<file path="src/flash_sector_write_back_block_cache_top_macros.svh">
// Assertion macros shared by the cache controller modules.
`ifndef FLASH_SECTOR_WRITE_BACK_BLOCK_CACHE_TOP_MACROS_SVH
`define FLASH_SECTOR_WRITE_BACK_BLOCK_CACHE_TOP_MACROS_SVH

// The consequent must hold in the same cycle as the antecedent.
`define FSWB_ASSERT_SAME(label, ante, cons) \
  label: assert property (@(posedge clk_i) disable iff (!rst_ni) (ante) |-> (cons)) \
    else $error("fswb assertion failed");

// The consequent must hold in the cycle after the antecedent.
`define FSWB_ASSERT_NEXT(label, ante, cons) \
  label: assert property (@(posedge clk_i) disable iff (!rst_ni) (ante) |=> (cons)) \
    else $error("fswb assertion failed");

`endif

</file>
<file path="src/fswb_pkg.sv">
package fswb_pkg;

  localparam int unsigned BLOCK_BYTES_DEF  = 4096;
  localparam int unsigned SECTOR_BYTES_DEF = 512;
  localparam int unsigned PAGE_BYTES_DEF   = 256;

  localparam logic REG_PARTITION_BASE = 1'b0;
  localparam logic REG_SD_BACKED      = 1'b1;

  localparam logic [1:0] OP_READ  = 2'd0;
  localparam logic [1:0] OP_WRITE = 2'd1;
  localparam logic [1:0] OP_SYNC  = 2'd2;
  localparam logic [1:0] OP_INVAL = 2'd3;

  typedef logic [3:0] pc_t;

  localparam pc_t PC_INVAL    = 4'd0;
  localparam pc_t PC_BAD      = 4'd1;
  localparam pc_t PC_SYNC     = 4'd2;
  localparam pc_t PC_SYNC_OK  = 4'd3;
  localparam pc_t PC_CARD_RD  = 4'd4;
  localparam pc_t PC_CARD_WR  = 4'd5;
  localparam pc_t PC_READ     = 4'd6;
  localparam pc_t PC_DIRECT   = 4'd7;
  localparam pc_t PC_TOHOST   = 4'd8;
  localparam pc_t PC_WRITE    = 4'd9;
  localparam pc_t PC_WB_CHECK = 4'd10;
  localparam pc_t PC_ERASE    = 4'd11;
  localparam pc_t PC_PROGRAM  = 4'd12;
  localparam pc_t PC_LOAD     = 4'd13;
  localparam pc_t PC_TOCACHE  = 4'd14;
  localparam pc_t PC_LAST     = PC_TOCACHE;

  typedef enum logic [3:0] {
    K_STATUS  = 4'd0,
    K_ERASE   = 4'd1,
    K_PROGRAM = 4'd2,
    K_LOAD    = 4'd3,
    K_DIRECT  = 4'd4,
    K_TOHOST  = 4'd5,
    K_TOCACHE = 4'd6,
    K_CARDRD  = 4'd7,
    K_CARDWR  = 4'd8
  } kind_e;

  typedef enum logic [1:0] {
    D_NO        = 2'd0,
    D_YES       = 2'd1,
    D_SYNC_LAST = 2'd2
  } done_e;

  typedef enum logic [2:0] {
    A_NONE      = 3'd0,
    A_CLR_ALL   = 3'd1,
    A_PAGE_CLR  = 3'd2,
    A_PAGE_INC  = 3'd3,
    A_LOAD_TAG  = 3'd4,
    A_SET_DIRTY = 3'd5
  } act_e;

  typedef enum logic [2:0] {
    J_NEVER     = 3'd0,
    J_HIT       = 3'd1,
    J_CLEAN     = 3'd2,
    J_DIRTY     = 3'd3,
    J_PAGE_MORE = 3'd4
  } cond_e;

  typedef struct packed {
    logic  emit;
    kind_e kind;
    logic  status;
    done_e done_sel;
    act_e  act;
    cond_e jcond;
    pc_t   target;
  } ucode_t;

  typedef struct packed {
    logic  emit;
    kind_e kind;
    logic  status;
    logic  done;
    act_e  act;
  } ctrl_t;

  typedef struct packed {
    logic hit;
    logic dirty;
    logic page_more;
    logic is_sync;
    logic sd;
  } flags_t;

  function automatic ucode_t uc(input logic emit, input kind_e kind, input logic status,
                                input done_e done_sel, input act_e act,
                                input cond_e jcond, input pc_t target);
    ucode_t w;
    w.emit     = emit;
    w.kind     = kind;
    w.status   = status;
    w.done_sel = done_sel;
    w.act      = act;
    w.jcond    = jcond;
    w.target   = target;
    return w;
  endfunction

  function automatic ucode_t ucode_rom(input pc_t pc);
    ucode_t w;
    case (pc)
      PC_INVAL:    w = uc(1'b1, K_STATUS, 1'b0, D_YES, A_CLR_ALL, J_NEVER, PC_INVAL);
      PC_BAD:      w = uc(1'b1, K_STATUS, 1'b1, D_YES, A_NONE, J_NEVER, PC_INVAL);
      PC_SYNC:     w = uc(1'b0, K_STATUS, 1'b0, D_NO, A_NONE, J_DIRTY, PC_ERASE);
      PC_SYNC_OK:  w = uc(1'b1, K_STATUS, 1'b0, D_YES, A_NONE, J_NEVER, PC_INVAL);
      PC_CARD_RD:  w = uc(1'b1, K_CARDRD, 1'b0, D_YES, A_NONE, J_NEVER, PC_INVAL);
      PC_CARD_WR:  w = uc(1'b1, K_CARDWR, 1'b0, D_YES, A_NONE, J_NEVER, PC_INVAL);
      PC_READ:     w = uc(1'b0, K_STATUS, 1'b0, D_NO, A_NONE, J_HIT, PC_TOHOST);
      PC_DIRECT:   w = uc(1'b1, K_DIRECT, 1'b0, D_YES, A_NONE, J_NEVER, PC_INVAL);
      PC_TOHOST:   w = uc(1'b1, K_TOHOST, 1'b0, D_YES, A_NONE, J_NEVER, PC_INVAL);
      PC_WRITE:    w = uc(1'b0, K_STATUS, 1'b0, D_NO, A_NONE, J_HIT, PC_TOCACHE);
      PC_WB_CHECK: w = uc(1'b0, K_STATUS, 1'b0, D_NO, A_NONE, J_CLEAN, PC_LOAD);
      PC_ERASE:    w = uc(1'b1, K_ERASE, 1'b0, D_NO, A_PAGE_CLR, J_NEVER, PC_INVAL);
      PC_PROGRAM:  w = uc(1'b1, K_PROGRAM, 1'b0, D_SYNC_LAST, A_PAGE_INC, J_PAGE_MORE,
                          PC_PROGRAM);
      PC_LOAD:     w = uc(1'b1, K_LOAD, 1'b0, D_NO, A_LOAD_TAG, J_NEVER, PC_INVAL);
      PC_TOCACHE:  w = uc(1'b1, K_TOCACHE, 1'b0, D_YES, A_SET_DIRTY, J_NEVER, PC_INVAL);
      default:     w = uc(1'b1, K_STATUS, 1'b0, D_YES, A_NONE, J_NEVER, PC_INVAL);
    endcase
    return w;
  endfunction

endpackage

</file>
<file path="src/fswb_seq.sv">
`include "flash_sector_write_back_block_cache_top_macros.svh"

module fswb_seq
  import fswb_pkg::*;
(
  input  logic       clk_i,
  input  logic       rst_ni,
  input  logic       start,
  input  logic [1:0] opcode_i,
  input  logic [7:0] drive_number_i,
  input  flags_t     flags_i,
  output logic       busy,
  output ctrl_t      ctrl_o
);

  logic   busy_q, busy_d;
  pc_t    pc_q, pc_d;
  pc_t    entry;
  ucode_t cw;
  logic   jump;
  logic   done_now;

  always_comb begin
    if (opcode_i == OP_INVAL) begin
      entry = PC_INVAL;
    end else if (drive_number_i != 8'd0) begin
      entry = PC_BAD;
    end else if (opcode_i == OP_SYNC) begin
      entry = PC_SYNC;
    end else if (flags_i.sd) begin
      entry = (opcode_i == OP_READ) ? PC_CARD_RD : PC_CARD_WR;
    end else begin
      entry = (opcode_i == OP_READ) ? PC_READ : PC_WRITE;
    end
  end

  assign cw = ucode_rom(pc_q);

  always_comb begin
    case (cw.jcond)
      J_NEVER:     jump = 1'b0;
      J_HIT:       jump = flags_i.hit;
      J_CLEAN:     jump = !flags_i.dirty;
      J_DIRTY:     jump = flags_i.dirty;
      J_PAGE_MORE: jump = flags_i.page_more;
      default:     jump = 1'b0;
    endcase
  end

  always_comb begin
    case (cw.done_sel)
      D_NO:        done_now = 1'b0;
      D_YES:       done_now = 1'b1;
      D_SYNC_LAST: done_now = flags_i.is_sync && !flags_i.page_more;
      default:     done_now = 1'b0;
    endcase
  end

  always_comb begin
    busy_d = busy_q;
    pc_d   = pc_q;
    if (busy_q) begin
      if (cw.emit && done_now) begin
        busy_d = 1'b0;
      end
      pc_d = jump ? cw.target : pc_q + 4'd1;
    end else if (start) begin
      busy_d = 1'b1;
      pc_d   = entry;
    end
  end

  always_ff @(posedge clk_i or negedge rst_ni) begin
    if (!rst_ni) begin
      busy_q <= 1'b0;
      pc_q   <= PC_INVAL;
    end else begin
      busy_q <= busy_d;
      pc_q   <= pc_d;
    end
  end

  always_comb begin
    ctrl_o.emit   = busy_q && cw.emit;
    ctrl_o.kind   = cw.kind;
    ctrl_o.status = cw.status;
    ctrl_o.done   = done_now;
    ctrl_o.act    = busy_q ? cw.act : A_NONE;
  end

  assign busy = busy_q;

  `FSWB_ASSERT_SAME(a_pc_in_program, busy_q, pc_q <= PC_LAST)
  `FSWB_ASSERT_NEXT(a_start_takes, start && !busy_q, busy_q)
  `FSWB_ASSERT_NEXT(a_busy_holds, busy_q && !(cw.emit && done_now), busy_q)

endmodule

</file>
<file path="src/fswb_dp.sv">
`include "flash_sector_write_back_block_cache_top_macros.svh"

module fswb_dp
  import fswb_pkg::*;
#(
  parameter int unsigned BLOCK_BYTES  = BLOCK_BYTES_DEF,
  parameter int unsigned SECTOR_BYTES = SECTOR_BYTES_DEF,
  parameter int unsigned PAGE_BYTES   = PAGE_BYTES_DEF
) (
  input  logic        clk_i,
  input  logic        rst_ni,
  input  logic        cfg_we_i,
  input  logic        cfg_idx_i,
  input  logic [31:0] cfg_data_i,
  input  logic        accept_i,
  input  logic [1:0]  opcode_i,
  input  logic [31:0] sector_number_i,
  input  ctrl_t       ctrl_i,
  output flags_t      flags_o,
  output logic        out_valid_o,
  output logic [3:0]  cmd_kind_o,
  output logic [31:0] flash_address_o,
  output logic [11:0] cache_offset_o,
  output logic [12:0] byte_length_o,
  output logic [31:0] card_sector_o,
  output logic        status_o,
  output logic        request_done_o
);

  localparam int unsigned LB = $clog2(BLOCK_BYTES);
  localparam int unsigned LS = $clog2(SECTOR_BYTES);
  localparam int unsigned LP = $clog2(PAGE_BYTES);
  localparam int unsigned TW = 32 - LB;
  localparam int unsigned NP = BLOCK_BYTES / PAGE_BYTES;
  localparam int unsigned PW = (NP > 1) ? $clog2(NP) : 1;
  localparam logic [PW-1:0] PageLast = PW'(NP - 1);
  localparam logic [31:0] BlkMask   = 32'(BLOCK_BYTES - 1);
  localparam logic [31:0] BlockLen  = 32'(BLOCK_BYTES);
  localparam logic [31:0] SectorLen = 32'(SECTOR_BYTES);
  localparam logic [31:0] PageLen   = 32'(PAGE_BYTES);

  logic [31:0]   base_q;
  logic          sd_q;
  logic [31:0]   addr_q;
  logic [31:0]   sector_q;
  logic          sync_q;
  logic [TW-1:0] tag_q;
  logic          valid_q, dirty_q;
  logic [PW-1:0] page_q;

  logic [31:0] sec_off;
  logic [31:0] tag_base, blk_base, page_off, sec_in_blk;

  logic        out_valid_q;
  logic [3:0]  kind_q;
  logic [31:0] faddr_q;
  logic [11:0] coff_q;
  logic [12:0] blen_q;
  logic [31:0] card_q;
  logic        status_q, done_q;

  assign sec_off    = sector_number_i << LS;
  assign tag_base   = {tag_q, {LB{1'b0}}};
  assign blk_base   = {addr_q[31:LB], {LB{1'b0}}};
  assign page_off   = 32'(page_q) << LP;
  assign sec_in_blk = addr_q & BlkMask;

  always_ff @(posedge clk_i or negedge rst_ni) begin
    if (!rst_ni) begin
      base_q <= 32'd0;
      sd_q   <= 1'b0;
    end else if (cfg_we_i) begin
      case (cfg_idx_i)
        REG_PARTITION_BASE: base_q <= cfg_data_i;
        REG_SD_BACKED:      sd_q   <= cfg_data_i[0];
        default:            base_q <= base_q;
      endcase
    end
  end

  always_ff @(posedge clk_i) begin
    if (accept_i) begin
      addr_q   <= base_q + sec_off;
      sector_q <= sector_number_i;
      sync_q   <= (opcode_i == OP_SYNC);
    end
  end

  always_ff @(posedge clk_i or negedge rst_ni) begin
    if (!rst_ni) begin
      tag_q   <= '0;
      valid_q <= 1'b0;
      dirty_q <= 1'b0;
      page_q  <= '0;
    end else begin
      case (ctrl_i.act)
        A_CLR_ALL: begin
          valid_q <= 1'b0;
          dirty_q <= 1'b0;
        end
        A_PAGE_CLR: page_q <= '0;
        A_PAGE_INC: begin
          page_q <= (page_q == PageLast) ? '0 : page_q + PW'(1);
          if (page_q == PageLast) begin
            dirty_q <= 1'b0;
          end
        end
        A_LOAD_TAG: begin
          tag_q   <= addr_q[31:LB];
          valid_q <= 1'b1;
          dirty_q <= 1'b0;
        end
        A_SET_DIRTY: dirty_q <= 1'b1;
        default: tag_q <= tag_q;
      endcase
    end
  end

  always_comb begin
    flags_o.hit       = valid_q && (tag_q == addr_q[31:LB]);
    flags_o.dirty     = valid_q && dirty_q;
    flags_o.page_more = (page_q != PageLast);
    flags_o.is_sync   = sync_q;
    flags_o.sd        = sd_q;
  end

  always_ff @(posedge clk_i or negedge rst_ni) begin
    if (!rst_ni) begin
      out_valid_q <= 1'b0;
      kind_q      <= K_STATUS;
      faddr_q     <= 32'd0;
      coff_q      <= 12'd0;
      blen_q      <= 13'd0;
      card_q      <= 32'd0;
      status_q    <= 1'b0;
      done_q      <= 1'b0;
    end else begin
      out_valid_q <= ctrl_i.emit;
      kind_q      <= ctrl_i.emit ? ctrl_i.kind : K_STATUS;
      status_q    <= ctrl_i.emit && ctrl_i.status;
      done_q      <= ctrl_i.emit && ctrl_i.done;
      faddr_q     <= 32'd0;
      coff_q      <= 12'd0;
      blen_q      <= 13'd0;
      card_q      <= 32'd0;
      if (ctrl_i.emit) begin
        case (ctrl_i.kind)
          K_ERASE: begin
            faddr_q <= tag_base;
            blen_q  <= BlockLen[12:0];
          end
          K_PROGRAM: begin
            faddr_q <= tag_base + page_off;
            coff_q  <= page_off[11:0];
            blen_q  <= PageLen[12:0];
          end
          K_LOAD: begin
            faddr_q <= blk_base;
            blen_q  <= BlockLen[12:0];
          end
          K_DIRECT: begin
            faddr_q <= addr_q;
            blen_q  <= SectorLen[12:0];
          end
          K_TOHOST, K_TOCACHE: begin
            faddr_q <= addr_q;
            coff_q  <= sec_in_blk[11:0];
            blen_q  <= SectorLen[12:0];
          end
          K_CARDRD, K_CARDWR: begin
            card_q <= sector_q;
            blen_q <= SectorLen[12:0];
          end
          default: blen_q <= 13'd0;
        endcase
      end
    end
  end

  assign out_valid_o     = out_valid_q;
  assign cmd_kind_o      = kind_q;
  assign flash_address_o = faddr_q;
  assign cache_offset_o  = coff_q;
  assign byte_length_o   = blen_q;
  assign card_sector_o   = card_q;
  assign status_o        = status_q;
  assign request_done_o  = done_q;

  `FSWB_ASSERT_SAME(a_done_marks_word, done_q, out_valid_q)
  `FSWB_ASSERT_SAME(a_error_is_status, status_q, kind_q == K_STATUS)
  `FSWB_ASSERT_NEXT(a_merge_dirties, ctrl_i.act == A_SET_DIRTY, valid_q && dirty_q)

endmodule

</file>
<file path="src/flash_sector_write_back_block_cache_top.sv">
// The first command word is driven from the output register after up to two microcode
// decision steps that emit nothing, then one word per cycle until the run ends.
// The longest item is a write miss on a dirty block: two decision steps, the erase, the
// sixteen passes of the microcode page-program loop (at the default sizes), the block load
// and the cache copy. Nothing is overlapped between items.
// Results are strobed for one cycle each and the receiver cannot stall them.
// Reset clears the cache tag, valid and dirty bits and both configuration registers.
module flash_sector_write_back_block_cache_top
  import fswb_pkg::*;
#(
  parameter int unsigned BLOCK_BYTES  = BLOCK_BYTES_DEF,
  parameter int unsigned SECTOR_BYTES = SECTOR_BYTES_DEF,
  parameter int unsigned PAGE_BYTES   = PAGE_BYTES_DEF
) (
  input  logic        clk_i,
  input  logic        rst_ni,
  input  logic        cfg_we_i,
  input  logic        cfg_idx_i,
  input  logic [31:0] cfg_data_i,
  input  logic        start,
  output logic        busy,
  input  logic [1:0]  opcode_i,
  input  logic [7:0]  drive_number_i,
  input  logic [31:0] sector_number_i,
  input  logic        last_sector_i,
  output logic        out_valid_o,
  output logic [3:0]  cmd_kind_o,
  output logic [31:0] flash_address_o,
  output logic [11:0] cache_offset_o,
  output logic [12:0] byte_length_o,
  output logic [31:0] card_sector_o,
  output logic        status_o,
  output logic        request_done_o
);

  ctrl_t  ctrl;
  flags_t flags;
  logic   accept;

  // The last-sector marker carries no effect on the command run.
  assign accept = start && !busy && (last_sector_i || !last_sector_i);

  fswb_seq u_seq (
    .clk_i          (clk_i),
    .rst_ni         (rst_ni),
    .start          (start),
    .opcode_i       (opcode_i),
    .drive_number_i (drive_number_i),
    .flags_i        (flags),
    .busy           (busy),
    .ctrl_o         (ctrl)
  );

  fswb_dp #(
    .BLOCK_BYTES  (BLOCK_BYTES),
    .SECTOR_BYTES (SECTOR_BYTES),
    .PAGE_BYTES   (PAGE_BYTES)
  ) u_dp (
    .clk_i           (clk_i),
    .rst_ni          (rst_ni),
    .cfg_we_i        (cfg_we_i),
    .cfg_idx_i       (cfg_idx_i),
    .cfg_data_i      (cfg_data_i),
    .accept_i        (accept),
    .opcode_i        (opcode_i),
    .sector_number_i (sector_number_i),
    .ctrl_i          (ctrl),
    .flags_o         (flags),
    .out_valid_o     (out_valid_o),
    .cmd_kind_o      (cmd_kind_o),
    .flash_address_o (flash_address_o),
    .cache_offset_o  (cache_offset_o),
    .byte_length_o   (byte_length_o),
    .card_sector_o   (card_sector_o),
    .status_o        (status_o),
    .request_done_o  (request_done_o)
  );

endmodule
</file>
<file path="config.mk">
export PLATFORM = sky130hd
export DESIGN_NAME = flash_sector_write_back_block_cache_top
export DESIGN_NICKNAME = d
export VERILOG_FILES = /design/src/fswb_pkg.sv /design/src/fswb_seq.sv /design/src/fswb_dp.sv /design/src/flash_sector_write_back_block_cache_top.sv
export VERILOG_INCLUDE_DIRS = /design/src /design/src/src
export SDC_FILE = /design/constraint.sdc
export NUM_CORES = 1
export LEC_CHECK = 0
export BUFFER_PORTS_ARGS = -buffer_cell sky130_fd_sc_hd__buf_2
export CAP_MARGIN = 40
export CORE_MARGIN = 2
export CORE_UTILIZATION = 52
export CTS_CLUSTER_SIZE = 28
export DETAILED_ROUTE_END_ITERATION = 6
export GPL_ROUTABILITY_DRIVEN = 0
export PLACE_DENSITY = 0.79
export SLEW_MARGIN = 40
export SYNTH_ARGS = -nofsm -noshare
export SYNTH_HDL_FRONTEND = slang
export SYNTH_HIERARCHICAL = 1
export SYNTH_SLANG_ARGS = --single-unit
</file>
<file path="constraint.sdc">
create_clock -name clk_i -period 3.22 [get_ports clk_i]
set_input_delay 0.483 -clock clk_i [delete_from_list [all_inputs] [get_ports clk_i]]
set_output_delay 0.483 -clock clk_i [all_outputs]
set_load 0.01 [all_outputs]
</file>
==> flow_summary_export.csv <==
group,metric,value,unit
timing,fmax,0.3734,GHz
yosys,synth_area_leaders,"dfrtp_1, edfxtp_1, mux2_2, ha_1, and2_1",
timing,rsz0062_at_grt,"false",
yosys,ys.flop_type,"dfrtp_1",
layout,finalNetCount,1059,
yosys,synth_compound_gate_area_share,9.868,%
global_route,grt_pass1_vias,6295,
floorplan,fp.dieW,139.8,um
routing,ant_nets,0,
hold_path,hp-class,"primary input to flop",
yosys,ys_seq_area_share,59.52,%
worst_setup_path,crit_arrival,3.10,ns
clock_tree,clock_path_buffers,3,
power_and_ir_drop,power,8557,uW
yosys,synth_xor_area_share,3.564,%
global_route,track_usage,19.12,%
yosys,synthMuxAreaShare,6.318,%
timing,final_max_slew_viol_count,0,
clock_tree,ctsHtreeMaxLevel,1,
worst_setup_path,critPathMaxStageDelay,0.77,ns
global_route,grt_pass1_wl,30.64,mm
global_route,antenna_found_initial,0,
floorplan,rows,49,
timing,tightest_slew,0.5219,ns
yosys,ys_types,72,
yosys,synth_top_family_by_area,"simple AND/OR/NAND/NOR gates",
yosys,synth_edf_count,65,
floorplan,die-area,0.01954,mm2
yosys,synth_top_cell_area_share,39.16,%
clock_tree,cts_tree,"yes",
layout,final_cell_mix,"buf_2, dfrtp_1, edfxtp_1",
yosys,async_flop_share,69.77,%
layout,fin_util,63.19,%
power_and_ir_drop,p_leak,0.005312,uW
global_route,grt_start_max_net_pins,59,
floorplan,initial_utilization,53.18,%
worst_setup_path,crit_path_end_kind,"flop",
timing,tns,0,ns
clock_tree,insertion_delay,0.50,ns
outcome,outcome,"completed",
yosys,synth_fa_ha_area_share,4.125,%
floorplan,die_h,139.8,um
placed_design,placed_cells,1151,
layout,antenna_cells,0,
clock_tree,clk_pin_slew,0.06,ns
clock_tree,cts_setup_buffers,0,
clock_tree,clockRootBuffer,"clkbuf_16",
yosys,avgSynthCellArea,12.30,um2
layout,stdcell_count,1193,
yosys,synth-seq-cells,215,
routing,avgViaCountPerCell,5.391,
yosys,synthCells,779,
power_and_ir_drop,ir_worst_vdd,453.9,uV
worst_setup_path,crit_chain,"inv_1 -> ha_1 -> and2_1 -> a211oi_1 -> nand2b_1 -> or3_2 -> nor2_1",
job,cap_violations,0,
timing,fin_crit,2.678,ns
routing,routed_wl,18.86,mm
routing,drtIter0Drc,379,
worst_setup_path,cp.required,3.64,ns
routing,avgRoutedWirePerCell,15.81,um
power_and_ir_drop,p_per_area,751.3,mW/mm2
yosys,yosys.area_share.simple,13.24,%
layout,area_growth,18.82,%
floorplan,core_area,0.01802,mm2
floorplan,boundaryPins,177,
timing,hold_viol_final,0,
yosys,synth.cell_area,0.009585,mm2
timing,fin_skew,0.009364,ns
layout,final_layout_size_suffix_gt1_share,29.98,%
worst_setup_path,cp_max_fo,23,
routing,first_pass_iters,5,
layout,fill_cells,1430,
clock_tree,cts.sinks,215,
routing,drc,0,
worst_setup_path,worstSetupPathType,"flop to flop",
placed_design,hpwl,13.24,mm
timing,fin_crit_sh,83.17,%
timing,setup_violations,0,
global_route,overflow,0,
yosys,synth_area_leader_cell,"dfrtp_1",
worst_setup_path,cp_slowest_cell,"or3_2",
worst_setup_path,cp-start-kind,"flop",
layout,layout_commonest_cell,"buf_2",
timing,relSlewSlack,65.21,%
placed_design,io_buffers,165,
clock_tree,cts_buffers,23,
yosys,yosysWarnings,6,
routing,vias,6431,
registers in the layout, indices dropped and copies added (netlist names), 3 cells and up:
signal	flops
u_dp/cache_offset_o	12
u_dp/card_sector_o	32
u_dp/flash_address_o	32
u_dp/cmd_kind_o	4
u_seq/pc_q	4
u_dp/sector_q	32
u_dp/base_q	32
u_dp/byte_length_o	3
u_dp/page_q	4
u_dp/addr_q	32
u_dp/tag_q	20
power breakdown:
| part | internal (uW) | leakage [uW] | switching [uW] |
|---|---|---|---|
| sequential | 3390 | 0.00261 | 321 |
| clock | 1450 | 0.000354 | 1000 |
| combinational | 1020 | 0.00235 | 1380 |
cells by family (layout without fill, tap and decap cells):
| kind of cell | after synthesis | count (layout) |
|---|---|---|
| simple gates | 235 | 235 |
| flops | 215 | 215 |
| compound gates | 137 | 137 |
| buf+inv | 67 | 243 |
| mux | 54 | 54 |
| xor+xnor | 39 | 39 |
| fa+ha+maj | 31 | 31 |
| other cells | 1 | 10 |
timing repair:
action                                 4_1_cts  5_1_grt
hold buffers                                 1        0
endpoints found under the hold margin       51        0
gates resized for setup                      0        0
final timing paths:
path	endpoint	slack (ns)	cells past startpoint	start
worst max-delay path	u_dp/flash_address_o[13]	0.54	7	u_seq/pc_q[0]
worst min-delay path	u_dp/sector_q[26]	0.16	1	sector_number_i[26]
worst max register to register	u_dp/flash_address_o[13]	0.54	7	u_seq/pc_q[0]
worst min register to register	u_dp/addr_q[0]	0.44	0	u_dp/base_q[0]
max in group asynchronous	u_dp/flash_address_o[10]	1.86	3	rst_ni
min in group asynchronous	u_seq/pc_q[3]	0.50	2	rst_ni
through the flow:
| stage | area [um2] | hold slack, ns | setup slack (ns) |
|---|---|---|---|
| floorplan | 9619 | 0.1874 | 0.7230 |
| global placement | 10670 | 0.4240 | 0.5825 |
| detailed placement | 10670 | 0.4278 | 0.5374 |
| CTS | 11390 | 0.1383 | 0.5074 |
| global route | 11390 | 0.1325 | 0.3672 |
| finish | 11390 | 0.1579 | 0.5418 |
layout make-up:
type	count	area [um2]	share of cell area (%)
Inverter	20	75.07	0.6591
Multi-Input combinational cell	506	3612	31.71
Tap cell	229	286.5	2.516
Sequential cell	215	5705	50.09
Clock inverter	7	32.53	0.2856
Clock buffer	34	678.2	5.954
Timing Repair Buffer	182	999.7	8.777
cells in the mapped netlist (5+ instances only):
cell type    n
a21oi_1     27
a22oi_1     21
a31oi_1      5
and2_1      58
and3_1      10
buf_2        8
buf_4       13
clkbuf_1    24
dfrtp_1    150
edfxtp_1    65
ha_1        30
inv_1       18
mux2_2      52
nand2_1     40
nand2b_1     8
nand3_1     15
nand4_1     10
nor2_1      52
nor2b_1      9
nor3_1       6
nor4_1       6
o211ai_1     6
o21a_1       8
o21ai_0     22
xnor2_1     26
xor2_1      13
critical path: cells and delay by family (launching register included):
family / cells / cell delay, ns
DFF: 1 / 0.43
adders and majority gates: 1 / 0.36
AOI/OAI and AO/OA: 1 / 0.32
buffers and inverters: 1 / 0.11
and+or+nand+nor: 4 / 1.38
metal layers:
layer	share of wire (%)	GRT usage [%]	up-vias
met4	2.9	6.737	0
met5	0	0	-
li1	-	-	3085
met2	48	32.17	227
met1	41	24.52	3080
met3	7.5	4.301	39
Power figures use the tool's default switching activity.
